### src/rtl/aftt_pkg.sv
package aftt_pkg;

   localparam int MAX_FRAMES    = 64;
   localparam int DURATION_BITS = 16;
   localparam int HANDLE_BITS   = 16;

   localparam int IDX_W     = $clog2(MAX_FRAMES);
   localparam int CNT_W     = $clog2(MAX_FRAMES + 1);
   localparam int TIME_W    = DURATION_BITS + IDX_W;
   localparam int TIME_MS_W = 32;
   localparam int STEP_W    = $clog2(TIME_MS_W);

   typedef enum logic [2:0] {
      OP_APPEND  = 3'd0,
      OP_INSERT  = 3'd1,
      OP_DELETE  = 3'd2,
      OP_REPLACE = 3'd3,
      OP_SWAP    = 3'd4,
      OP_LOOKUP  = 3'd5,
      OP_READ    = 3'd6,
      OP_NONE    = 3'd7
   } opcode_type;

   typedef enum logic [1:0] {
      ST_OK    = 2'd0,
      ST_RANGE = 2'd1,
      ST_FULL  = 2'd2,
      ST_EMPTY = 2'd3
   } status_type;

   typedef struct packed {
      opcode_type               opcode;
      logic [CNT_W-1:0]         position;
      logic [IDX_W-1:0]         second_position;
      logic [DURATION_BITS-1:0] duration_ms;
      logic [HANDLE_BITS-1:0]   frame_handle;
      logic [TIME_MS_W-1:0]     time_ms;
   } req_type;

   typedef struct packed {
      status_type               status;
      logic [IDX_W-1:0]         found_index;
      logic [HANDLE_BITS-1:0]   out_frame_handle;
      logic [DURATION_BITS-1:0] out_duration_ms;
      logic [TIME_W-1:0]        end_time_ms;
      logic [CNT_W-1:0]         entry_count;
      logic [TIME_W-1:0]        total_ms;
   } rsp_type;

   typedef struct packed {
      logic [HANDLE_BITS-1:0]   handle;
      logic [DURATION_BITS-1:0] duration;
   } entry_type;

   typedef enum logic [4:0] {
      S_IDLE,
      S_INS_RD,
      S_INS_WR,
      S_INS_PUT,
      S_DEL_RD,
      S_DEL_WR,
      S_DEL_FIN,
      S_REP_RD,
      S_REP_WR,
      S_SWP_RDA,
      S_SWP_RDB,
      S_SWP_WRA,
      S_SWP_WRB,
      S_REC_GO,
      S_REC_RD,
      S_REC_WR,
      S_DIV_GO,
      S_DIV_WAIT,
      S_SCN_RD,
      S_SCN_CMP,
      S_EMT_RD,
      S_EMT_CAP,
      S_RSP
   } state_type;

endpackage

### src/rtl/aftt_ram.sv
module aftt_ram #(
   parameter int WIDTH = 8,
   parameter int DEPTH = 16
) (
   input  logic                     clock,
   input  logic                     wr_en,
   input  logic [$clog2(DEPTH)-1:0] wr_addr,
   input  logic [WIDTH-1:0]         wr_data,
   input  logic [$clog2(DEPTH)-1:0] rd_addr,
   output logic [WIDTH-1:0]         rd_data
);

   logic [WIDTH-1:0] mem_ff [DEPTH];
   logic [WIDTH-1:0] rd_data_ff;

   always_ff @(posedge clock) begin
      if (wr_en) begin
         mem_ff[wr_addr] <= wr_data;
      end
      rd_data_ff <= mem_ff[rd_addr];
   end

   assign rd_data = rd_data_ff;

endmodule

### src/rtl/aftt_mod_unit.sv
module aftt_mod_unit
   import aftt_pkg::*;
(
   input  logic                 clock,
   input  logic                 reset,
   input  logic                 start,
   input  logic [TIME_MS_W-1:0] dividend,
   input  logic [TIME_W-1:0]    divisor,
   output logic                 done,
   output logic [TIME_W-1:0]    remainder
);

   logic                 busy_ff, busy_in;
   logic                 done_ff, done_in;
   logic [STEP_W-1:0]    step_ff, step_in;
   logic [TIME_MS_W-1:0] num_ff, num_in;
   logic [TIME_W-1:0]    div_ff, div_in;
   logic [TIME_W-1:0]    rem_ff, rem_in;
   logic [TIME_W:0]      trial;

   // one quotient bit per cycle, restoring
   always_comb begin
      busy_in = busy_ff;
      done_in = 1'b0;
      step_in = step_ff;
      num_in  = num_ff;
      div_in  = div_ff;
      rem_in  = rem_ff;
      trial   = {rem_ff, num_ff[TIME_MS_W-1]};
      if (start) begin
         busy_in = 1'b1;
         step_in = '0;
         num_in  = dividend;
         div_in  = divisor;
         rem_in  = '0;
      end else if (busy_ff) begin
         num_in = {num_ff[TIME_MS_W-2:0], 1'b0};
         if (trial >= {1'b0, div_ff}) begin
            rem_in = TIME_W'(trial - {1'b0, div_ff});
         end else begin
            rem_in = trial[TIME_W-1:0];
         end
         step_in = step_ff + 1'b1;
         if (step_ff == STEP_W'(TIME_MS_W - 1)) begin
            busy_in = 1'b0;
            done_in = 1'b1;
         end
      end
   end

   always_ff @(posedge clock) begin
      if (reset) begin
         busy_ff <= 1'b0;
         done_ff <= 1'b0;
      end else begin
         busy_ff <= busy_in;
         done_ff <= done_in;
      end
      step_ff <= step_in;
      num_ff  <= num_in;
      div_ff  <= div_in;
      rem_ff  <= rem_in;
   end

   assign done      = done_ff;
   assign remainder = rem_ff;

endmodule

### src/rtl/animation_frame_timeline_table_unit.sv
// Ordered frame table with cumulative end times. One transaction at a time: req_ready is
// high only while idle, and a result is held on rsp until taken. Entries live in
// single-port-read RAMs, so every entry moved or summed is a read, then a write.
// Append/insert shift later entries up and recompute all end times; delete shifts
// them down and recomputes; swap recomputes; replace and read do neither. Lookup
// runs the bit-serial remainder unit (one bit per cycle over 32 bits), then scans
// entries up to the hit. Errors go straight to the response state.
module animation_frame_timeline_table_unit
   import aftt_pkg::*;
(
   input  logic    clock,
   input  logic    reset,
   input  logic    req_valid,
   output logic    req_ready,
   input  req_type req_data,
   output logic    rsp_valid,
   input  logic    rsp_ready,
   output rsp_type rsp_data
);

   state_type                state_ff, state_in;
   req_type                  req_ff, req_in;
   logic [CNT_W-1:0]         pos_ff, pos_in;
   logic [CNT_W-1:0]         idx_ff, idx_in;
   logic [CNT_W-1:0]         count_ff, count_in;
   logic [TIME_W-1:0]        total_ff, total_in;
   logic [TIME_W-1:0]        acc_ff, acc_in;
   entry_type                tmp_ff, tmp_in;
   status_type               status_ff, status_in;
   logic [IDX_W-1:0]         fidx_ff, fidx_in;
   logic [HANDLE_BITS-1:0]   fhnd_ff, fhnd_in;
   logic [DURATION_BITS-1:0] fdur_ff, fdur_in;
   logic [TIME_W-1:0]        fend_ff, fend_in;

   logic                     accept;
   logic [CNT_W-1:0]         ins_pos;
   logic                     ins_bad, full, pos_out, pos2_out, empty;
   logic [CNT_W-1:0]         idx_up, idx_dn;

   logic                     ent_wr_en;
   logic [IDX_W-1:0]         ent_wr_addr;
   entry_type                ent_wr_data;
   entry_type                ent_rd_data;
   logic                     end_wr_en;
   logic [TIME_W-1:0]        end_wr_data;
   logic [TIME_W-1:0]        end_rd_data;
   logic [IDX_W-1:0]         rd_addr;

   logic                     div_start;
   logic                     div_done;
   logic [TIME_W-1:0]        div_rem;

   assign accept   = req_valid && req_ready;
   assign ins_pos  = (req_data.opcode == OP_APPEND) ? count_ff : req_data.position;
   assign ins_bad  = ins_pos > count_ff;
   assign full     = count_ff >= CNT_W'(MAX_FRAMES);
   assign pos_out  = req_data.position >= count_ff;
   assign pos2_out = {1'b0, req_data.second_position} >= count_ff;
   assign empty    = count_ff == '0;
   assign idx_up   = idx_ff + 1'b1;
   assign idx_dn   = idx_ff - 1'b1;

   // next state
   always_comb begin
      state_in = state_ff;
      unique case (state_ff)
         S_IDLE: begin
            if (req_valid) begin
               unique case (req_data.opcode)
                  OP_APPEND, OP_INSERT: begin
                     if (ins_bad || full) begin
                        state_in = S_RSP;
                     end else if (ins_pos == count_ff) begin
                        state_in = S_INS_PUT;
                     end else begin
                        state_in = S_INS_RD;
                     end
                  end
                  OP_DELETE: begin
                     if (pos_out) begin
                        state_in = S_RSP;
                     end else if ((req_data.position + 1'b1) < count_ff) begin
                        state_in = S_DEL_RD;
                     end else begin
                        state_in = S_DEL_FIN;
                     end
                  end
                  OP_REPLACE: state_in = pos_out ? S_RSP : S_REP_RD;
                  OP_SWAP:    state_in = (pos_out || pos2_out) ? S_RSP : S_SWP_RDA;
                  OP_LOOKUP: begin
                     if (empty) begin
                        state_in = S_RSP;
                     end else if (total_ff == '0) begin
                        state_in = S_EMT_RD;
                     end else begin
                        state_in = S_DIV_GO;
                     end
                  end
                  OP_READ: state_in = (empty || pos_out) ? S_RSP : S_EMT_RD;
                  default: state_in = S_RSP;
               endcase
            end
         end
         S_INS_RD:  state_in = S_INS_WR;
         S_INS_WR:  state_in = (idx_dn == pos_ff) ? S_INS_PUT : S_INS_RD;
         S_INS_PUT: state_in = S_REC_GO;
         S_DEL_RD:  state_in = S_DEL_WR;
         S_DEL_WR:  state_in = ((idx_up + 1'b1) < count_ff) ? S_DEL_RD : S_DEL_FIN;
         S_DEL_FIN: state_in = S_REC_GO;
         S_REP_RD:  state_in = S_REP_WR;
         S_REP_WR:  state_in = S_RSP;
         S_SWP_RDA: state_in = S_SWP_RDB;
         S_SWP_RDB: state_in = S_SWP_WRA;
         S_SWP_WRA: state_in = S_SWP_WRB;
         S_SWP_WRB: state_in = S_REC_GO;
         S_REC_GO:  state_in = (count_ff == '0) ? S_RSP : S_REC_RD;
         S_REC_RD:  state_in = S_REC_WR;
         S_REC_WR:  state_in = (idx_up == count_ff) ? S_RSP : S_REC_RD;
         S_DIV_GO:  state_in = S_DIV_WAIT;
         S_DIV_WAIT: state_in = div_done ? S_SCN_RD : S_DIV_WAIT;
         S_SCN_RD:  state_in = S_SCN_CMP;
         S_SCN_CMP: state_in = (div_rem <= end_rd_data) ? S_RSP : S_SCN_RD;
         S_EMT_RD:  state_in = S_EMT_CAP;
         S_EMT_CAP: state_in = S_RSP;
         S_RSP:     state_in = rsp_ready ? S_IDLE : S_RSP;
         default:   state_in = S_IDLE;
      endcase
   end

   // datapath and memory control
   always_comb begin
      req_in      = req_ff;
      pos_in      = pos_ff;
      idx_in      = idx_ff;
      count_in    = count_ff;
      total_in    = total_ff;
      acc_in      = acc_ff;
      tmp_in      = tmp_ff;
      status_in   = status_ff;
      fidx_in     = fidx_ff;
      fhnd_in     = fhnd_ff;
      fdur_in     = fdur_ff;
      fend_in     = fend_ff;
      ent_wr_en   = 1'b0;
      ent_wr_addr = idx_ff[IDX_W-1:0];
      ent_wr_data = ent_rd_data;
      end_wr_en   = 1'b0;
      end_wr_data = acc_ff + TIME_W'(ent_rd_data.duration);
      rd_addr     = idx_ff[IDX_W-1:0];
      div_start   = 1'b0;
      unique case (state_ff)
         S_IDLE: begin
            if (accept) begin
               req_in  = req_data;
               fidx_in = '0;
               fhnd_in = '0;
               fdur_in = '0;
               fend_in = '0;
               pos_in  = ins_pos;
               idx_in  = req_data.position;
               status_in = ST_OK;
               unique case (req_data.opcode)
                  OP_APPEND, OP_INSERT: begin
                     idx_in = count_ff;
                     priority if (ins_bad) begin
                        status_in = ST_RANGE;
                     end else if (full) begin
                        status_in = ST_FULL;
                     end else begin
                        status_in = ST_OK;
                     end
                  end
                  OP_DELETE, OP_REPLACE: begin
                     if (pos_out) begin
                        status_in = ST_RANGE;
                     end
                  end
                  OP_SWAP: begin
                     if (pos_out || pos2_out) begin
                        status_in = ST_RANGE;
                     end
                  end
                  OP_LOOKUP: begin
                     idx_in = '0;
                     if (empty) begin
                        status_in = ST_EMPTY;
                     end
                  end
                  OP_READ: begin
                     priority if (empty) begin
                        status_in = ST_EMPTY;
                     end else if (pos_out) begin
                        status_in = ST_RANGE;
                     end else begin
                        status_in = ST_OK;
                     end
                  end
                  default: status_in = ST_OK;
               endcase
            end
         end
         S_INS_RD: rd_addr = idx_dn[IDX_W-1:0];
         S_INS_WR: begin
            ent_wr_en = 1'b1;
            idx_in    = idx_dn;
         end
         S_INS_PUT: begin
            ent_wr_en   = 1'b1;
            ent_wr_addr = pos_ff[IDX_W-1:0];
            ent_wr_data = '{handle: req_ff.frame_handle, duration: req_ff.duration_ms};
            count_in    = count_ff + 1'b1;
         end
         S_DEL_RD: rd_addr = idx_up[IDX_W-1:0];
         S_DEL_WR: begin
            ent_wr_en = 1'b1;
            idx_in    = idx_up;
         end
         S_DEL_FIN: count_in = count_ff - 1'b1;
         S_REP_RD: rd_addr = pos_ff[IDX_W-1:0];
         S_REP_WR: begin
            ent_wr_en   = 1'b1;
            ent_wr_addr = pos_ff[IDX_W-1:0];
            ent_wr_data = '{handle: req_ff.frame_handle, duration: ent_rd_data.duration};
         end
         S_SWP_RDA: rd_addr = pos_ff[IDX_W-1:0];
         S_SWP_RDB: begin
            rd_addr = req_ff.second_position;
            tmp_in  = ent_rd_data;
         end
         S_SWP_WRA: begin
            ent_wr_en   = 1'b1;
            ent_wr_addr = pos_ff[IDX_W-1:0];
         end
         S_SWP_WRB: begin
            ent_wr_en   = 1'b1;
            ent_wr_addr = req_ff.second_position;
            ent_wr_data = tmp_ff;
         end
         S_REC_GO: begin
            idx_in = '0;
            acc_in = '0;
            if (count_ff == '0) begin
               total_in = '0;
            end
         end
         S_REC_RD: rd_addr = idx_ff[IDX_W-1:0];
         S_REC_WR: begin
            end_wr_en = 1'b1;
            acc_in    = end_wr_data;
            idx_in    = idx_up;
            if (idx_up == count_ff) begin
               total_in = end_wr_data;
            end
         end
         S_DIV_GO: div_start = 1'b1;
         S_DIV_WAIT: idx_in = '0;
         S_SCN_RD: rd_addr = idx_ff[IDX_W-1:0];
         S_SCN_CMP: begin
            if (div_rem <= end_rd_data) begin
               fidx_in = idx_ff[IDX_W-1:0];
               fhnd_in = ent_rd_data.handle;
               fdur_in = ent_rd_data.duration;
               fend_in = end_rd_data;
            end else begin
               idx_in = idx_up;
            end
         end
         S_EMT_RD: rd_addr = idx_ff[IDX_W-1:0];
         S_EMT_CAP: begin
            fidx_in = idx_ff[IDX_W-1:0];
            fhnd_in = ent_rd_data.handle;
            fdur_in = ent_rd_data.duration;
            fend_in = end_rd_data;
         end
         S_RSP: status_in = status_ff;
         default: status_in = status_ff;
      endcase
   end

   always_ff @(posedge clock) begin
      if (reset) begin
         state_ff <= S_IDLE;
         count_ff <= '0;
         total_ff <= '0;
      end else begin
         state_ff <= state_in;
         count_ff <= count_in;
         total_ff <= total_in;
      end
      req_ff    <= req_in;
      pos_ff    <= pos_in;
      idx_ff    <= idx_in;
      acc_ff    <= acc_in;
      tmp_ff    <= tmp_in;
      status_ff <= status_in;
      fidx_ff   <= fidx_in;
      fhnd_ff   <= fhnd_in;
      fdur_ff   <= fdur_in;
      fend_ff   <= fend_in;
   end

   aftt_ram #(
      .WIDTH ($bits(entry_type)),
      .DEPTH (MAX_FRAMES)
   ) u_entry_ram (
      .clock   (clock),
      .wr_en   (ent_wr_en),
      .wr_addr (ent_wr_addr),
      .wr_data (ent_wr_data),
      .rd_addr (rd_addr),
      .rd_data (ent_rd_data)
   );

   aftt_ram #(
      .WIDTH (TIME_W),
      .DEPTH (MAX_FRAMES)
   ) u_end_ram (
      .clock   (clock),
      .wr_en   (end_wr_en),
      .wr_addr (idx_ff[IDX_W-1:0]),
      .wr_data (end_wr_data),
      .rd_addr (rd_addr),
      .rd_data (end_rd_data)
   );

   aftt_mod_unit u_mod_unit (
      .clock     (clock),
      .reset     (reset),
      .start     (div_start),
      .dividend  (req_ff.time_ms),
      .divisor   (total_ff),
      .done      (div_done),
      .remainder (div_rem)
   );

   assign req_ready = state_ff == S_IDLE;
   assign rsp_valid = state_ff == S_RSP;

   assign rsp_data = '{
      status:           status_ff,
      found_index:      fidx_ff,
      out_frame_handle: fhnd_ff,
      out_duration_ms:  fdur_ff,
      end_time_ms:      fend_ff,
      entry_count:      count_ff,
      total_ms:         total_ff
   };

endmodule
### config.mk
export PLATFORM = sky130hd
export DESIGN_NAME = animation_frame_timeline_table_unit
export DESIGN_NICKNAME = d
export VERILOG_FILES = /design/src/rtl/aftt_pkg.sv /design/src/rtl/aftt_ram.sv /design/src/rtl/aftt_mod_unit.sv /design/src/rtl/animation_frame_timeline_table_unit.sv
export SDC_FILE = /design/constraint.sdc
export NUM_CORES = 2
export LEC_CHECK = 0
export BUFFER_PORTS_ARGS = -buffer_cell sky130_fd_sc_hd__buf_2
export CAP_MARGIN = 5
export CORE_MARGIN = 8
export CORE_UTILIZATION = 31
export CTS_CLUSTER_DIAMETER = 50
export DETAILED_ROUTE_END_ITERATION = 10
export PLACE_DENSITY = 0.54
export SLEW_MARGIN = 40
export SYNTH_ARGS = -nofsm -noshare
export SYNTH_HDL_FRONTEND = slang
export SYNTH_SLANG_ARGS = --single-unit
### constraint.sdc
create_clock -name clock -period 7.4 [get_ports clock]
set_input_delay 0.37 -clock clock [delete_from_list [all_inputs] [get_ports clock]]
set_output_delay 0.37 -clock clock [all_outputs]
set_load 0.05 [all_outputs]
==> metrics.yaml <==
drt:
  dr.pass1.iters: 6
  drc: 0
  via_per_inst: 5.27
  postRouteAntennaNets: 0
  vias: 102000
  drt_iter0_markers: 13100
  wl_per_cell_um: 25.9
  wl_mm: 499
final_layout:
  fin_area_sq_um: 180000
  regArea_sq_um: 114000
  area_growth_pct: 16.9
  multiInputGateArea_sq_um: 38200
  nNetsFinal: 12500
  drive_gt1_frac: 0.124
  finalNonFillerCells: 19300
  final_cell_mix: "3710 x edfxtp_1, 3587 x nand2_1, 938 x nand3_1, 526 x and3_1, 418 x clkbuf_16"
  num-fill-cells: 47500
  layout_commonest_cell: "edfxtp_1"
synthesis:
  syn_nets: 12100
  synth.distinct_cells: 86
  syn_area_sq_um: 154000
  synth_edf_count: 3710
  yosys_register_bits: 3827
  syn-instance-count: 11900
  synth.avg_cell_area_sq_um: 12.9
  yosysWarnings: 0
  yosys_most_used_dff: "edfxtp_1"
  yosysSeqAreaShare: 0.737
  synthArstFlopShare: 0
global_route:
  grt_overflow: 0
  grt_pass1_vias: 94800
  grt_util_met2: 0.288
  met3_usage: 0.0263
  grt_max_degree: 158
  top_usage_layer: "met2"
  grt_util_met1: 0.265
  grt_antenna_before_repair: 28
  grt_usage: 0.183
  grt_pass1_wl_mm: 709
worst_setup_path:
  crit_family: "simple AND/OR/NAND/NOR gates"
  cp-end-kind: "register"
  crit_slowest_cell: "or4_1"
  critPathKind: "reg -> reg"
  critPathLaunchType: "register"
  cp_max_fo: 34
  critical_path_arrival_ns: 6.69
  max_stage_delay_ns: 0.86
  cp_cell_sequence: "nor2b_1 -> and2_2 -> buf_4 -> a222oi_1 -> o21ai_4 -> buf_12 -> buf_12 -> buf_4 -> nand2_1 -> and3_1 -> a31oi_1 -> o22ai_1 -> or4_1 -> nor3_1"
  cp.required_ns: 8.28
  path_buf_inv: 4
place:
  dp_cells: 18400
  placed_area_sq_um: 166000
  dpl.hpwl_mm: 295
  gp_congestion: 0.869
  placement.io_buffers: 176
timing:
  period_needed_ns: 5.81
  finalClockSkew_ns: 0.0620
  relSlewSlack: 0.371
  tightest_slew_ns: 0.944
  finalHoldViolCount: 0
  finalCritPeriodShare: 0.786
  setup_viol: 0
  worst_hold_slack_ns: 0.102
  setup_tns_ns: 0
  rsz0062_at_grt: "no"
  max_freq_ghz: 0.172
  maxSlewViolCount: 0
clocking:
  clock_latency_ns: 0.98
  cts_buffers: 405
  clock-root-buffer: "clkbuf_16"
  clock_sinks: 3827
  cts_tree: "yes"
  clk_pin_slew_ns: 0.06
  h-tree-depth: 5
  cts_buffer_depth: 4
  post-cts-setup-buffer-count: 0
die:
  die_x_um: 722
  die-area_sq_um: 521000
  initial_core_util: 0.311
  core_sq_um: 497000
  die_h_um: 722
  fp-row-count: 259
  ioPinCount: 177
hold_path:
  hold_path_class: "in -> reg"
status:
  outcome: "completed"
run:
  max_cap_viol_count: 0
Yosys cell counts (91+ instances only):
master       n  share of area
edfxtp_1  3710           0.72
a311oi_1   188          0.011
ha_1       105         0.0085
o22ai_1    166         0.0067
o21ai_0     94         0.0030
a21oi_1    175         0.0057
nand3_1    945          0.031
nor2_1     226         0.0055
inv_1       91         0.0022
buf_2      272         0.0088
and3_1     527          0.021
a31oi_1    388          0.016
nand2_1   3611          0.088
dfxtp_1    117          0.015
clkbuf_1   370         0.0090
path summary, 6_finish.rpt:
path,start,to,slack [ns],depth (start not counted)
max,state_ff[1],u_entry_ram.rd_data[2],1.59,14
min,req_data[44],req_ff[44],0.10,2
max reg2reg,state_ff[1],u_entry_ram.rd_data[2],1.59,14
min reg2reg,u_entry_ram.rd_data[31],tmp_ff[31],0.48,0
registers in the layout, summed over array words and instances (netlist names), 22 cells and up:
signal	cells
req_ff	70
u_end_ram.rd_data	22
tmp_ff	32
u_mod_unit.num_ff	32
acc_ff	22
u_end_ram.mem_ff	1408
u_entry_ram.rd_data	32
u_entry_ram.mem_ff	2048
u_mod_unit.div_ff	22
u_mod_unit.remainder	22
fend_ff	22
total_ff	22
per-layer routing:
| metal | vias up | routed length, um |
|---|---|---|
| li1 | 44600 | - |
| met1 | 51800 | 216000 |
| met2 | 4543 | 227000 |
| met3 | 645 | 42500 |
| met4 | 4 | 13200 |
| met5 | - | 27 |
logic make-up (layout without fill, tap and decap cells):
family	count (synthesis)	in the layout	share of synthesized area
AO/OA/AOI/OAI	1319	1319	0.0588
XOR/XNOR	80	80	0.00454
adder cells (fa/ha/maj)	108	108	0.00890
buffers and inverters	852	1533	0.0240
flip-flops	3827	3827	0.737
multiplexers	72	72	0.00602
other	0	11	0
AND/OR/NAND/NOR	5670	5670	0.161
timing repair:
item	in CTS	in global routing
hold buffers	83	0
hold endpoints to repair	109	0
endpoints found under the setup margin	0	0
gates resized for setup	0	0
metrics by stage:
stage,util,setup slack (ns)
after floorplan,-,0.759
after global placement,0.332,1.51
after detailed placement,0.334,1.62
after CTS,0.363,1.64
after global routing,0.363,1.37
final,0.363,1.59
final cells by class:
cell class | count | share of cell area
multi-input cells | 7249 | 0.212
inverters | 94 | 0.00203
clock buffers | 515 | 0.0610
repair buffers | 693 | 0.0340
flip-flops and latches | 3827 | 0.631
clock inverters | 231 | 0.0141
diodes | 11 | 0.000153
well taps | 6655 | 0.0462
Power is left out: the tool's default activity adds up to more than one toggle a clock period on the data nets, which glitch-free logic cannot reach.
